$ cat config.mk
export PLATFORM = sky130hd
export DESIGN_NAME = memory_pattern_self_test_core
export DESIGN_NICKNAME = d
export VERILOG_FILES = /design/src/rtl/core/mpst_pkg.sv /design/src/rtl/core/memory_pattern_self_test_core.sv
export SDC_FILE = /design/constraint.sdc
export NUM_CORES = 1
export LEC_CHECK = 0
export BUFFER_PORTS_ARGS = -buffer_cell sky130_fd_sc_hd__buf_2
export CAP_MARGIN = 20
export CORE_UTILIZATION = 55
export DETAILED_ROUTE_END_ITERATION = 16
export PLACE_DENSITY = 0.77
export SLEW_MARGIN = 20
export SYNTH_ARGS = -nofsm -noshare
export SYNTH_HDL_FRONTEND = slang
export SYNTH_SLANG_ARGS = --single-unit
$ cat constraint.sdc
create_clock -name clk_i -period 8.8 [get_ports clk_i]
set_clock_uncertainty 0.05 [all_clocks]
set_input_delay 0.44 -clock clk_i [delete_from_list [all_inputs] [get_ports clk_i]]
set_output_delay 0.44 -clock clk_i [all_outputs]
set_load 0.005 [all_outputs]
$ cat src/rtl/core/mpst_pkg.sv
// types, constants and pattern table for the memory pattern self test core
`timescale 1ns / 1ps

package mpst_pkg;

  localparam int unsigned AddrW        = 32;
  localparam int unsigned DataW        = 32;
  localparam int unsigned SizeW        = 26;
  localparam int unsigned WordW        = SizeW - 2;
  localparam int unsigned MemBytesLog2 = 25;
  // power of two, so the alignment check is a mask
  localparam int unsigned AlignBytes   = 32;
  localparam int unsigned CfgIdxW      = 2;

  localparam logic [SizeW-1:0]    ErrMax    = SizeW'(33554432);
  localparam logic [32:0]         MaxSize   = 33'd1 << MemBytesLog2;
  localparam logic [AddrW-1:0]    AlignMask = AddrW'(AlignBytes - 1);
  localparam logic [7:0]          AbortMask = 8'hFF;

  typedef enum logic [CfgIdxW-1:0] {
    CFG_BASE_ADDRESS = 2'd0,
    CFG_SIZE_BYTES   = 2'd1,
    CFG_ABORT_ENABLE = 2'd2,
    CFG_UNUSED       = 2'd3
  } mpst_cfg_e;

  typedef enum logic {
    FUNC_START = 1'b0,
    FUNC_STEP  = 1'b1
  } mpst_func_e;

  typedef struct packed {
    logic             func;
    logic [DataW-1:0] read_data;
    logic             abort;
  } mpst_in_t;

  typedef struct packed {
    logic             access_valid;
    logic             access_write;
    logic [AddrW-1:0] access_address;
    logic [DataW-1:0] write_data;
    logic             done_res;
    logic             passed;
    logic             aborted;
    logic [SizeW-1:0] error_count;
  } mpst_out_t;

  function automatic logic [DataW-1:0] pattern_word(input logic [1:0] idx);
    logic [DataW-1:0] w;
    case (idx)
      2'd0:    w = 32'h0000_0000;
      2'd1:    w = 32'hFFFF_FFFF;
      2'd2:    w = 32'hA5A5_A5A5;
      2'd3:    w = 32'h5A5A_5A5A;
      default: w = 32'h0000_0000;
    endcase
    return w;
  endfunction

endpackage

$ cat src/rtl/core/memory_pattern_self_test_core.sv
// Memory built-in self test core: start checks the setup, then runs four fixed patterns,
// writing every word and reading every word back, at most one access command per item. Each
// item is handled combinationally: the sequencer state and the result update at the edge
// that accepts it, so a new item is taken every cycle while the input is not stalled. Results
// leave through an output register backed by one skid entry; the input stalls only when both
// hold an item. Configuration writes are always ready and take effect at once.
`timescale 1ns / 1ps

module memory_pattern_self_test_core import mpst_pkg::*; (
  input  logic               clk_i,
  input  logic               rst_ni,
  input  logic               cfg_valid_i,
  output logic               cfg_ready_o,
  input  logic [CfgIdxW-1:0] cfg_index_i,
  input  logic [31:0]        cfg_data_i,
  input  logic               in_valid_i,
  output logic               in_stall_o,
  input  mpst_in_t           in_item_i,
  output logic               out_valid_o,
  input  logic               out_stall_i,
  output mpst_out_t          out_item_o
);

  logic [AddrW-1:0] base_q;
  logic [SizeW-1:0] size_q;
  logic             abort_en_q;

  logic             running_q, running_d;
  logic             read_phase_q, read_phase_d;
  logic [1:0]       pattern_q, pattern_d;
  logic [WordW-1:0] word_q, word_d;
  logic [SizeW-1:0] count_q, count_d;

  mpst_out_t        res;
  mpst_out_t        out_q, skid_q;
  logic             out_valid_q, skid_valid_q;

  logic             in_fire, out_fire;
  logic             emit_access, setup_bad;
  logic [WordW-1:0] words;
  logic [WordW:0]   word_inc;
  mpst_cfg_e        cfg_sel;

  assign cfg_ready_o = 1'b1;
  assign cfg_sel     = mpst_cfg_e'(cfg_index_i);
  assign in_stall_o  = skid_valid_q;
  assign in_fire     = in_valid_i && !in_stall_o;
  assign out_fire    = out_valid_q && !out_stall_i;
  assign out_valid_o = out_valid_q;
  assign out_item_o  = out_q;

  always_ff @(posedge clk_i or negedge rst_ni) begin
    if (!rst_ni) begin
      base_q     <= '0;
      size_q     <= '0;
      abort_en_q <= 1'b1;
    end else if (cfg_valid_i && cfg_ready_o) begin
      case (cfg_sel)
        CFG_BASE_ADDRESS: base_q     <= cfg_data_i;
        CFG_SIZE_BYTES:   size_q     <= cfg_data_i[SizeW-1:0];
        CFG_ABORT_ENABLE: abort_en_q <= cfg_data_i[0];
        default: ;
      endcase
    end
  end

  assign words     = size_q[SizeW-1:2];
  assign word_inc  = {1'b0, word_q} + 1'b1;
  assign setup_bad = (size_q == '0) || (size_q[1:0] != 2'b00) ||
                     ({7'b0, size_q} > MaxSize) || ((base_q & AlignMask) != '0);

  always_comb begin
    running_d    = running_q;
    read_phase_d = read_phase_q;
    pattern_d    = pattern_q;
    word_d       = word_q;
    count_d      = count_q;
    emit_access  = 1'b0;
    res          = '0;
    if (in_item_i.func == FUNC_START) begin
      running_d    = 1'b0;
      read_phase_d = 1'b0;
      pattern_d    = '0;
      word_d       = '0;
      count_d      = '0;
      if (setup_bad) begin
        res.done_res = 1'b1;
      end else begin
        running_d   = 1'b1;
        emit_access = 1'b1;
      end
    end else if (running_q) begin
      if (read_phase_q && (in_item_i.read_data != pattern_word(pattern_q)) &&
          (count_q < ErrMax)) begin
        count_d = count_q + 1'b1;
      end
      if (((word_q[7:0] & AbortMask) == 8'h00) && abort_en_q && in_item_i.abort) begin
        running_d   = 1'b0;
        res.done_res = 1'b1;
        res.aborted  = 1'b1;
      end else if (word_inc < {1'b0, words}) begin
        word_d      = word_inc[WordW-1:0];
        emit_access = 1'b1;
      end else begin
        word_d = '0;
        if (!read_phase_q) begin
          read_phase_d = 1'b1;
          emit_access  = 1'b1;
        end else begin
          read_phase_d = 1'b0;
          if (pattern_q == 2'd3) begin
            running_d    = 1'b0;
            pattern_d    = '0;
            res.done_res = 1'b1;
            res.passed   = (count_d == '0);
          end else begin
            pattern_d   = pattern_q + 1'b1;
            emit_access = 1'b1;
          end
        end
      end
    end
    if (emit_access) begin
      res.access_valid   = 1'b1;
      res.access_write   = !read_phase_d;
      res.access_address = base_q + (AddrW'(word_d) << 2);
      res.write_data     = read_phase_d ? '0 : pattern_word(pattern_d);
    end
    res.error_count = count_d;
  end

  always_ff @(posedge clk_i or negedge rst_ni) begin
    if (!rst_ni) begin
      running_q    <= 1'b0;
      read_phase_q <= 1'b0;
      pattern_q    <= '0;
      word_q       <= '0;
      count_q      <= '0;
    end else if (in_fire) begin
      running_q    <= running_d;
      read_phase_q <= read_phase_d;
      pattern_q    <= pattern_d;
      word_q       <= word_d;
      count_q      <= count_d;
    end
  end

  always_ff @(posedge clk_i or negedge rst_ni) begin
    if (!rst_ni) begin
      out_valid_q  <= 1'b0;
      skid_valid_q <= 1'b0;
    end else if (skid_valid_q) begin
      if (out_fire) begin
        skid_valid_q <= 1'b0;
      end
    end else if (!out_valid_q || out_fire) begin
      out_valid_q <= in_fire;
    end else if (in_fire) begin
      skid_valid_q <= 1'b1;
    end
  end

  always_ff @(posedge clk_i) begin
    if (skid_valid_q) begin
      if (out_fire) begin
        out_q <= skid_q;
      end
    end else if (!out_valid_q || out_fire) begin
      if (in_fire) begin
        out_q <= res;
      end
    end else if (in_fire) begin
      skid_q <= res;
    end
  end

endmodule

==> out/metrics.yaml, run 1 <==
slew_viol_final: 0
ant_nets: 0
synth_area_per_cell_sq_um: 10.04
overflow: 0
worstMarginPinSlew_ps: 914.7
fin_nets: 1641
routed_wl_mm: 33.70
clk_path_buf_depth: 3
async_flop_share_pct: 46.94
die_h_um: 162.8
synth-edff-count: 130
pwr-share-seq_pct: 46.6
ys.flop_type: "edfxtp_1"
reg2reg_depth: 26
yosysMostFrequentCell: "nand2_1"
drt-initial-drc-count: 1013
grt_pass1_wl_mm: 53.70
setup_violations: 0
holdWs_ps: 85.06
ys_warn_count: 0
finalHoldViolCount: 0
start_util_pct: 56.28
p_sw_uw: 1079
fmax_mhz: 141.8
synth.net_count: 1542
grt_usage_pct: 25.67
clock_sinks: 245
combPwrFrac_pct: 21.8
arrival_ps: 7280
path_delay_family: "compound AO/OA/AOI/OAI gates"
grt_max_degree: 66
drc: 0
clkPwrFrac_pct: 31.6
fin_ws_ps: 1750
synth_area_leaders: "edfxtp_1 (27%), dfrtp_1 (20%), mux2_2 (6.7%)"
switching_share_pct: 30.74
critPathLaunchType: "register"
cts.clk_slew.worst_paths_ps: 60
fin_tns_setup_ps: 0
ys_seq_area_share_pct: 47.72
drt-vias-per-instance: 5.836
ys_ff_latch: 245
power.internal_uw: 2431
p_leak_uw: 0.006825
ios: 171
status: "finished clean"
die_w_um: 162.8
vias: 10890
power_density_nw_per_um2: 221.3
slowest_delay_ps: 500
hold_class: "in -> reg"
synth_top_area_share_pct: 27.46
num-fill-cells: 2085
syn_area_sq_um: 14210
fin_crit_sh_pct: 80.11
first_pass_iters: 5
fin_crit_ps: 7050
core_area_sq_um: 25250
numCtsBuffers: 27
rsz0062_at_grt: "no"
required_ps: 9030
antenna_found_initial: 0
diodes: 0
peakVddDrop_mv: 0.3092
yosys-top-cells-count: "nand2_1 (189), edfxtp_1 (130), dfrtp_1 (114), o21ai_0 (114), nor2_1 (92)"
ys_types: 84
synth_top_cell_by_area: "edfxtp_1"
h-tree-depth: 1
post_cts_resized: 0
slew_headroom_pct: 39.02
worst-path-stages: 26
cpMaxStageDelayCell: "or3_1"
port_buffers: 169
rows: 58
crit_buf_inv: 1
syn_inst: 1415
drive_above_1_share_pct: 22.74
crit_type: "reg -> reg"
grt_pass1_vias: 9987
maxCapViolations: 0
ctsRootBufferMaster: "clkbuf_16"
crit_path_max_fanout: 17
hold_depth: 3
area.growth.synth_to_final_pct: 11.56
dp_slack_ps: 1857
end_kind: "register"
cts_tree: "built"
wl_per_cell_um: 18.07
routabilityCongestion: 0.9237
clkLatencyLatePin_ps: 540
die_area_sq_um: 26490
hpwl_mm: 24.23
## routing by layer
layer | global-route usage, % | share of wire [%]
met1 | 37.94 | 47
met3 | 3.259 | 5.6
met2 | 39.77 | 45
met4 | 7.094 | 2.4
met5 | 0 | 0
## final cells by class
type | instances | area [sq um] | area share (%)
Clock inverter | 19 | 153.9 | 0.9706
Clock buffer | 31 | 732.0 | 4.616
Inverter | 67 | 251.5 | 1.586
Multi-Input combinational cell | 992 | 6579 | 41.49
Tap cell | 330 | 412.9 | 2.604
Timing Repair Buffer | 181 | 940.9 | 5.934
Sequential cell | 245 | 6787 | 42.80
## path summary, 6_finish.rpt
kind	slack [ps]	from	endpoint
worst min register to register	470	base_q[23]	base_q[23]
worst max register to register	1750	word_q[0]	out_item_o[89]
worst max-delay path	1750	word_q[0]	out_item_o[89]
max in group asynchronous	6980	rst_ni	size_q[18]
worst min-delay path	90	cfg_data_i[26]	base_q[26]
min in group asynchronous	520	rst_ni	count_q[19]
## through the flow
stage	util (%)	std cells	total power [uW]	area, sq um
6_report	62.79	1865	3510	15860
5_1_grt	62.79	1865	3693	15860
4_1_cts	62.77	1865	3534	15850
3_5_place_dp	59.22	1814	2423	14960
3_3_place_gp	59.22	1814	2395	14960
2_1_floorplan	-	1415	2172	14210
## power groups by stage
stage / Sequential [uW] / Combinational, uW / Clock, uW
finish: 1640 / 766 / 1110
global route: 1660 / 857 / 1170
CTS: 1640 / 772 / 1130
detailed placement: 1660 / 765 / 0
global placement: 1650 / 747 / 0
floorplan: 1620 / 554 / 0
## cell families after synthesis
group,count (synthesis),synth area share [%]
xor+xnor,89,5.484
buf+inv,178,6.215
mux,86,6.796
other cells,1,0.02638
simple gates,488,16.63
flops,245,47.72
fa+ha+maj,54,4.806
compound gates,274,12.32
## sequential cells by signal, indices dropped and copies added (netlist names)
name          count
out_item_o       65
skid_q           65
base_q           32
count_q          26
size_q           26
word_q           24
pattern_q         2
abort_en_q        1
in_stall_o        1
out_valid_o       1
read_phase_q      1
running_q         1
## placed cells by master (no fill, tap or decap), types with 12 or more instances in the layout
cell | Yosys | routed
a21o_1 | 13 | 13
a21oi_1 | 40 | 39
and3_1 | 19 | 18
buf_2 | 14 | 168
buf_4 | 31 | 12
clkbuf_16 | 0 | 28
dfrtp_1 | 114 | 113
edfxtp_1 | 130 | 130
ha_1 | 53 | 53
inv_1 | 66 | 66
mux2_2 | 84 | 84
nand2_1 | 189 | 189
nand2b_1 | 13 | 12
nand3_1 | 40 | 40
nand4_1 | 27 | 27
nor2_1 | 92 | 92
nor3_1 | 29 | 29
nor4_1 | 15 | 15
o21ai_0 | 114 | 114
o31ai_1 | 20 | 20
xnor2_1 | 53 | 53
xor2_1 | 36 | 36
## tightest hold or removal path, stage by stage
cell and delay (ps):
buf_2 90, nand2_1 50, o21ai_0 60
## repair_timing
item | CTS | global route
buffers inserted | 0 | 0
hold endpoints to repair | 13 | 0
hold buffers | 1 | 0
No activity file was read; power rests on OpenSTA's default activity.
==> run 2: changes to the inputs <==
ABC_AREA = 1   (was default)
CORE_UTILIZATION = 54   (was 55)
PLACE_DENSITY = 0.79   (was 0.77)
clock period = 6.4 ns   (was 8.8 ns; I/O delays follow)
==> run 2 against run 1 <==
Net effect: sequential share of layout area down 2.4 points; global-route usage about the same; cell area rose by 5.8%; highest routed layer unchanged; clock-buffer cell count increased by 10; critical path depth rose by 10; die area grew 5.7%; worst setup slack worse by 1300 ps; combinational power rose to 2.6 times the previous value; final cell count increased by 25%; first-iteration DRC count is 5.2% lower; non-clock buffer count increased by 33.
==> out/metrics.yaml, run 2 <==
status: "finished clean"
fin_crit_ps: 5908  # -1142 ps
yosysMostFrequentCell: "nand2_1"
ys_ff_latch: 245  # unchanged
drt-initial-drc-count: 960  # -5.2%
final_common_cell: "nand2_1"
clock_sinks: 245  # unchanged
switching_share_pct: 37.48  # +6.7 points
maxCapViolations: 0  # unchanged
ant_nets: 0  # unchanged
slew_headroom_pct: 27.77  # -11 points
p_leak_uw: 0.007843  # +15%
vias: 12260  # +13%
slew_viol_final: 0  # unchanged
routed_wl_mm: 35.61  # +5.7%
hold_class: "in -> reg"
synth_xor_area_share_pct: 3.441  # -2.0 points
overflow: 0  # unchanged
grt_usage_pct: 25.72  # +0.042 points
clk_path_buf_depth: 3  # unchanged
power_density_nw_per_um2: 350.9  # +59%
syn_inst: 1815  # +28%
fin_crit_sh_pct: 92.31  # +12 points
ctsRootBufferMaster: "clkbuf_16"
core_area_sq_um: 26880  # +6.4%
crit_type: "reg -> reg"
grt_pass1_wl_mm: 58.35  # +8.6%
ys.flop_type: "edfxtp_1"
die_w_um: 167.3  # +2.8%
ios: 171  # unchanged
cts_setup_buffers: 0  # unchanged
diodes: 0  # unchanged
synthMuxAreaShare_pct: 0.1526  # -6.6 points
ys_types: 56  # -33%
fmax_mhz: 169.3  # +19%
h-tree-depth: 1  # unchanged
finalHoldViolCount: 0  # unchanged
start_util_pct: 54.93  # -1.4 points
power.internal_uw: 3681  # +51%
cpMaxStageDelayCell: "dfrtp_1"
drc: 0  # unchanged
cts.clk_slew.worst_paths_ps: 60  # about the same
area.growth.synth_to_final_pct: 13.65
pwr-share-seq_pct: 41.0  # -5.6 points
rsz0062_at_grt: "yes"
drive_above_1_share_pct: 15.43  # -7.3 points
yosys.area_share.simple_pct: 26.13  # +9.5 points
crit_path_max_fanout: 6  # -11
layoutNonFillerInstCount: 2324  # +25%
synth_top_cell_by_area: "edfxtp_1"
synth_top_area_share_pct: 26.45  # -1.0 points
drt-vias-per-instance: 5.274  # -9.6%
critPathLaunchType: "register"
rows: 60  # +3.4%
p_total_uw: 5887  # +68%
setup_violations: 0  # unchanged
num-fill-cells: 2295  # +10%
hpwl_mm: 25.95  # +7.1%
synth_fa_ha_area_share_pct: 4.628  # -0.18 points
synth.net_count: 1942  # +26%
synth_area_per_cell_sq_um: 8.133  # -19%
routabilityCongestion: 0.9616  # +4.1%
synth_compound_area_share_pct: 10.32  # -2.0 points
syn_area_sq_um: 14760  # +3.9%
clkLatencyLatePin_ps: 550  # about the same
grt_max_degree: 95  # +44%
numCtsBuffers: 27  # unchanged
required_ps: 6760  # -2270 ps
path_common_cell: "nand2_1"
worstMarginPinSlew_ps: 1083  # +168.8 ps
synth_area_leaders: "edfxtp_1 (26%), dfrtp_1 (19%), nand2_1 (14%)"
port_buffers: 169  # unchanged
peakVddDrop_mv: 0.2258  # -27%
ys_warn_count: 0  # unchanged
clkPwrFrac_pct: 24.8  # -6.8 points
cts_tree: "built"
fin_nets: 2089  # +27%
synth_top_family_by_area: "simple AND/OR/NAND/NOR gates"
first_pass_iters: 6  # +1
end_kind: "register"
wl_per_cell_um: 15.32  # -15%
slowest_delay_ps: 420  # -80 ps
grt_pass1_vias: 11940  # +20%
die_h_um: 167.3  # +2.8%
die_area_sq_um: 28000  # +5.7%
antenna_found_initial: 0  # unchanged
async_flop_share_pct: 46.94  # unchanged
synth-edff-count: 130  # unchanged
p_sw_uw: 2206  # +100%
yosys-top-cells-count: "nand2_1 (554), inv_1 (213), o21ai_0 (151)"
ys_seq_area_share_pct: 45.95  # -1.8 points
final_cell_mix: "nand2_1 (553), inv_1 (213), buf_2 (168)"
arrival_ps: 6270  # -1010 ps
dp_cells: 2245  # +24%
combPwrFrac_pct: 34.2  # +12 points
-- run 2: cell count changes in the layout (fill, tap and decap cells not counted), sizes merged, moves of 28 or more --
| cell | change |
|---|---|
| inv | +151 |
| nand2 | +373 |
| dlygate4sd3 | +28 |
| xnor2 | -40 |
| o21ai | +34 |
| nor2 | +92 |
| mux2 | -82 |
-- run 2: per-layer routing --
layer | vias up | GRT usage, % | wire (um)
met5 | - | 0 | 0
met4 | 0 | 8.736 | 1123
met3 | 76 | 3.309 | 1625
met2 | 334 | 45.51 | 17500
met1 | 5707 | 32.42 | 15360
li1 | 6140 | - | -
-- run 2: cells by family (layout without fill, tap and decap cells) --
| kind of cell | after synthesis | in the layout |
|---|---|---|
| buffers and inverters | 317 | 485 |
| AOI/OAI and AO/OA | 267 | 267 |
| DFF | 245 | 245 |
| xor gates and xnor gates | 58 | 58 |
| other | 1 | 1 |
| and+or+nand+nor | 871 | 871 |
| adders and majority gates | 54 | 54 |
| muxes | 2 | 2 |
-- run 2: power groups by stage --
| stage | combinational [uW] | clock [uW] | sequential, uW |
|---|---|---|---|
| 5_1_grt | 2260 | 1550 | 2460 |
| 2_1_floorplan | 1420 | 0 | 2410 |
| 6_report | 2010 | 1460 | 2410 |
| 4_1_cts | 2010 | 1500 | 2420 |
| 3_3_place_gp | 1940 | 0 | 2430 |
| 3_5_place_dp | 1990 | 0 | 2440 |
-- run 2: metrics by stage --
stage / util (%) / TNS [ps] / worst slack [ps] / area (sq um) / hold WS, ps
6_report: 62.43 / 0 / 492.1 / 16780 / 13.49
5_1_grt: 62.43 / -18.02 / -16.15 / 16780 / 20.58
4_1_cts: 62.36 / 0 / 454.0 / 16760 / 2.796
3_5_place_dp: 58.21 / 0 / 489.9 / 15650 / 392.6
3_3_place_gp: 58.14 / 0 / 637.1 / 15630 / 386.5
2_1_floorplan: - / 0 / 1276 / 14760 / -25.59
-- run 2: path summary, 6_finish.rpt --
kind | startpoint | to | slack, ps | depth (start not counted)
setup / recovery | word_q[2] | out_item_o[85] | 490 | 36
min in group asynchronous | rst_ni | count_q[7] | 350 | 2
hold reg to reg | size_q[19] | size_q[19] | 440 | 2
setup reg to reg | word_q[2] | out_item_o[85] | 490 | 36
hold / removal | cfg_data_i[0] | abort_en_q | 10 | 3
max in group asynchronous | rst_ni | word_q[8] | 4610 | 3
-- run 2: area by class of cell --
class / instances / area, sq um / share of cell area (%)
sequential: 245 / 6784 / 40.44
multi-input combinational: 1253 / 6629 / 39.51
timing repair buffer: 214 / 1279 / 7.622
inverter: 221 / 834.6 / 4.974
clock buffer: 41 / 748.2 / 4.460
tap: 341 / 426.7 / 2.543
clock inverter: 9 / 76.32 / 0.4549
-- run 2: timing repair --
action | 4_1_cts | 5_1_grt
gates resized for setup | 0 | 4
endpoints found under the hold margin | 94 | 0
endpoints found under the setup margin | 0 | 18
hold buffers | 29 | 0
-- run 2: critical path, delay by kind of cell, from the launching register on --
family / cells / cell delay, ps
XOR/XNOR: 2 / 410
AO/OA/AOI/OAI: 5 / 1290
adder cells (fa/ha/maj): 3 / 700
buffers and inverters: 5 / 360
AND/OR/NAND/NOR: 21 / 2530
flip-flops: 1 / 420
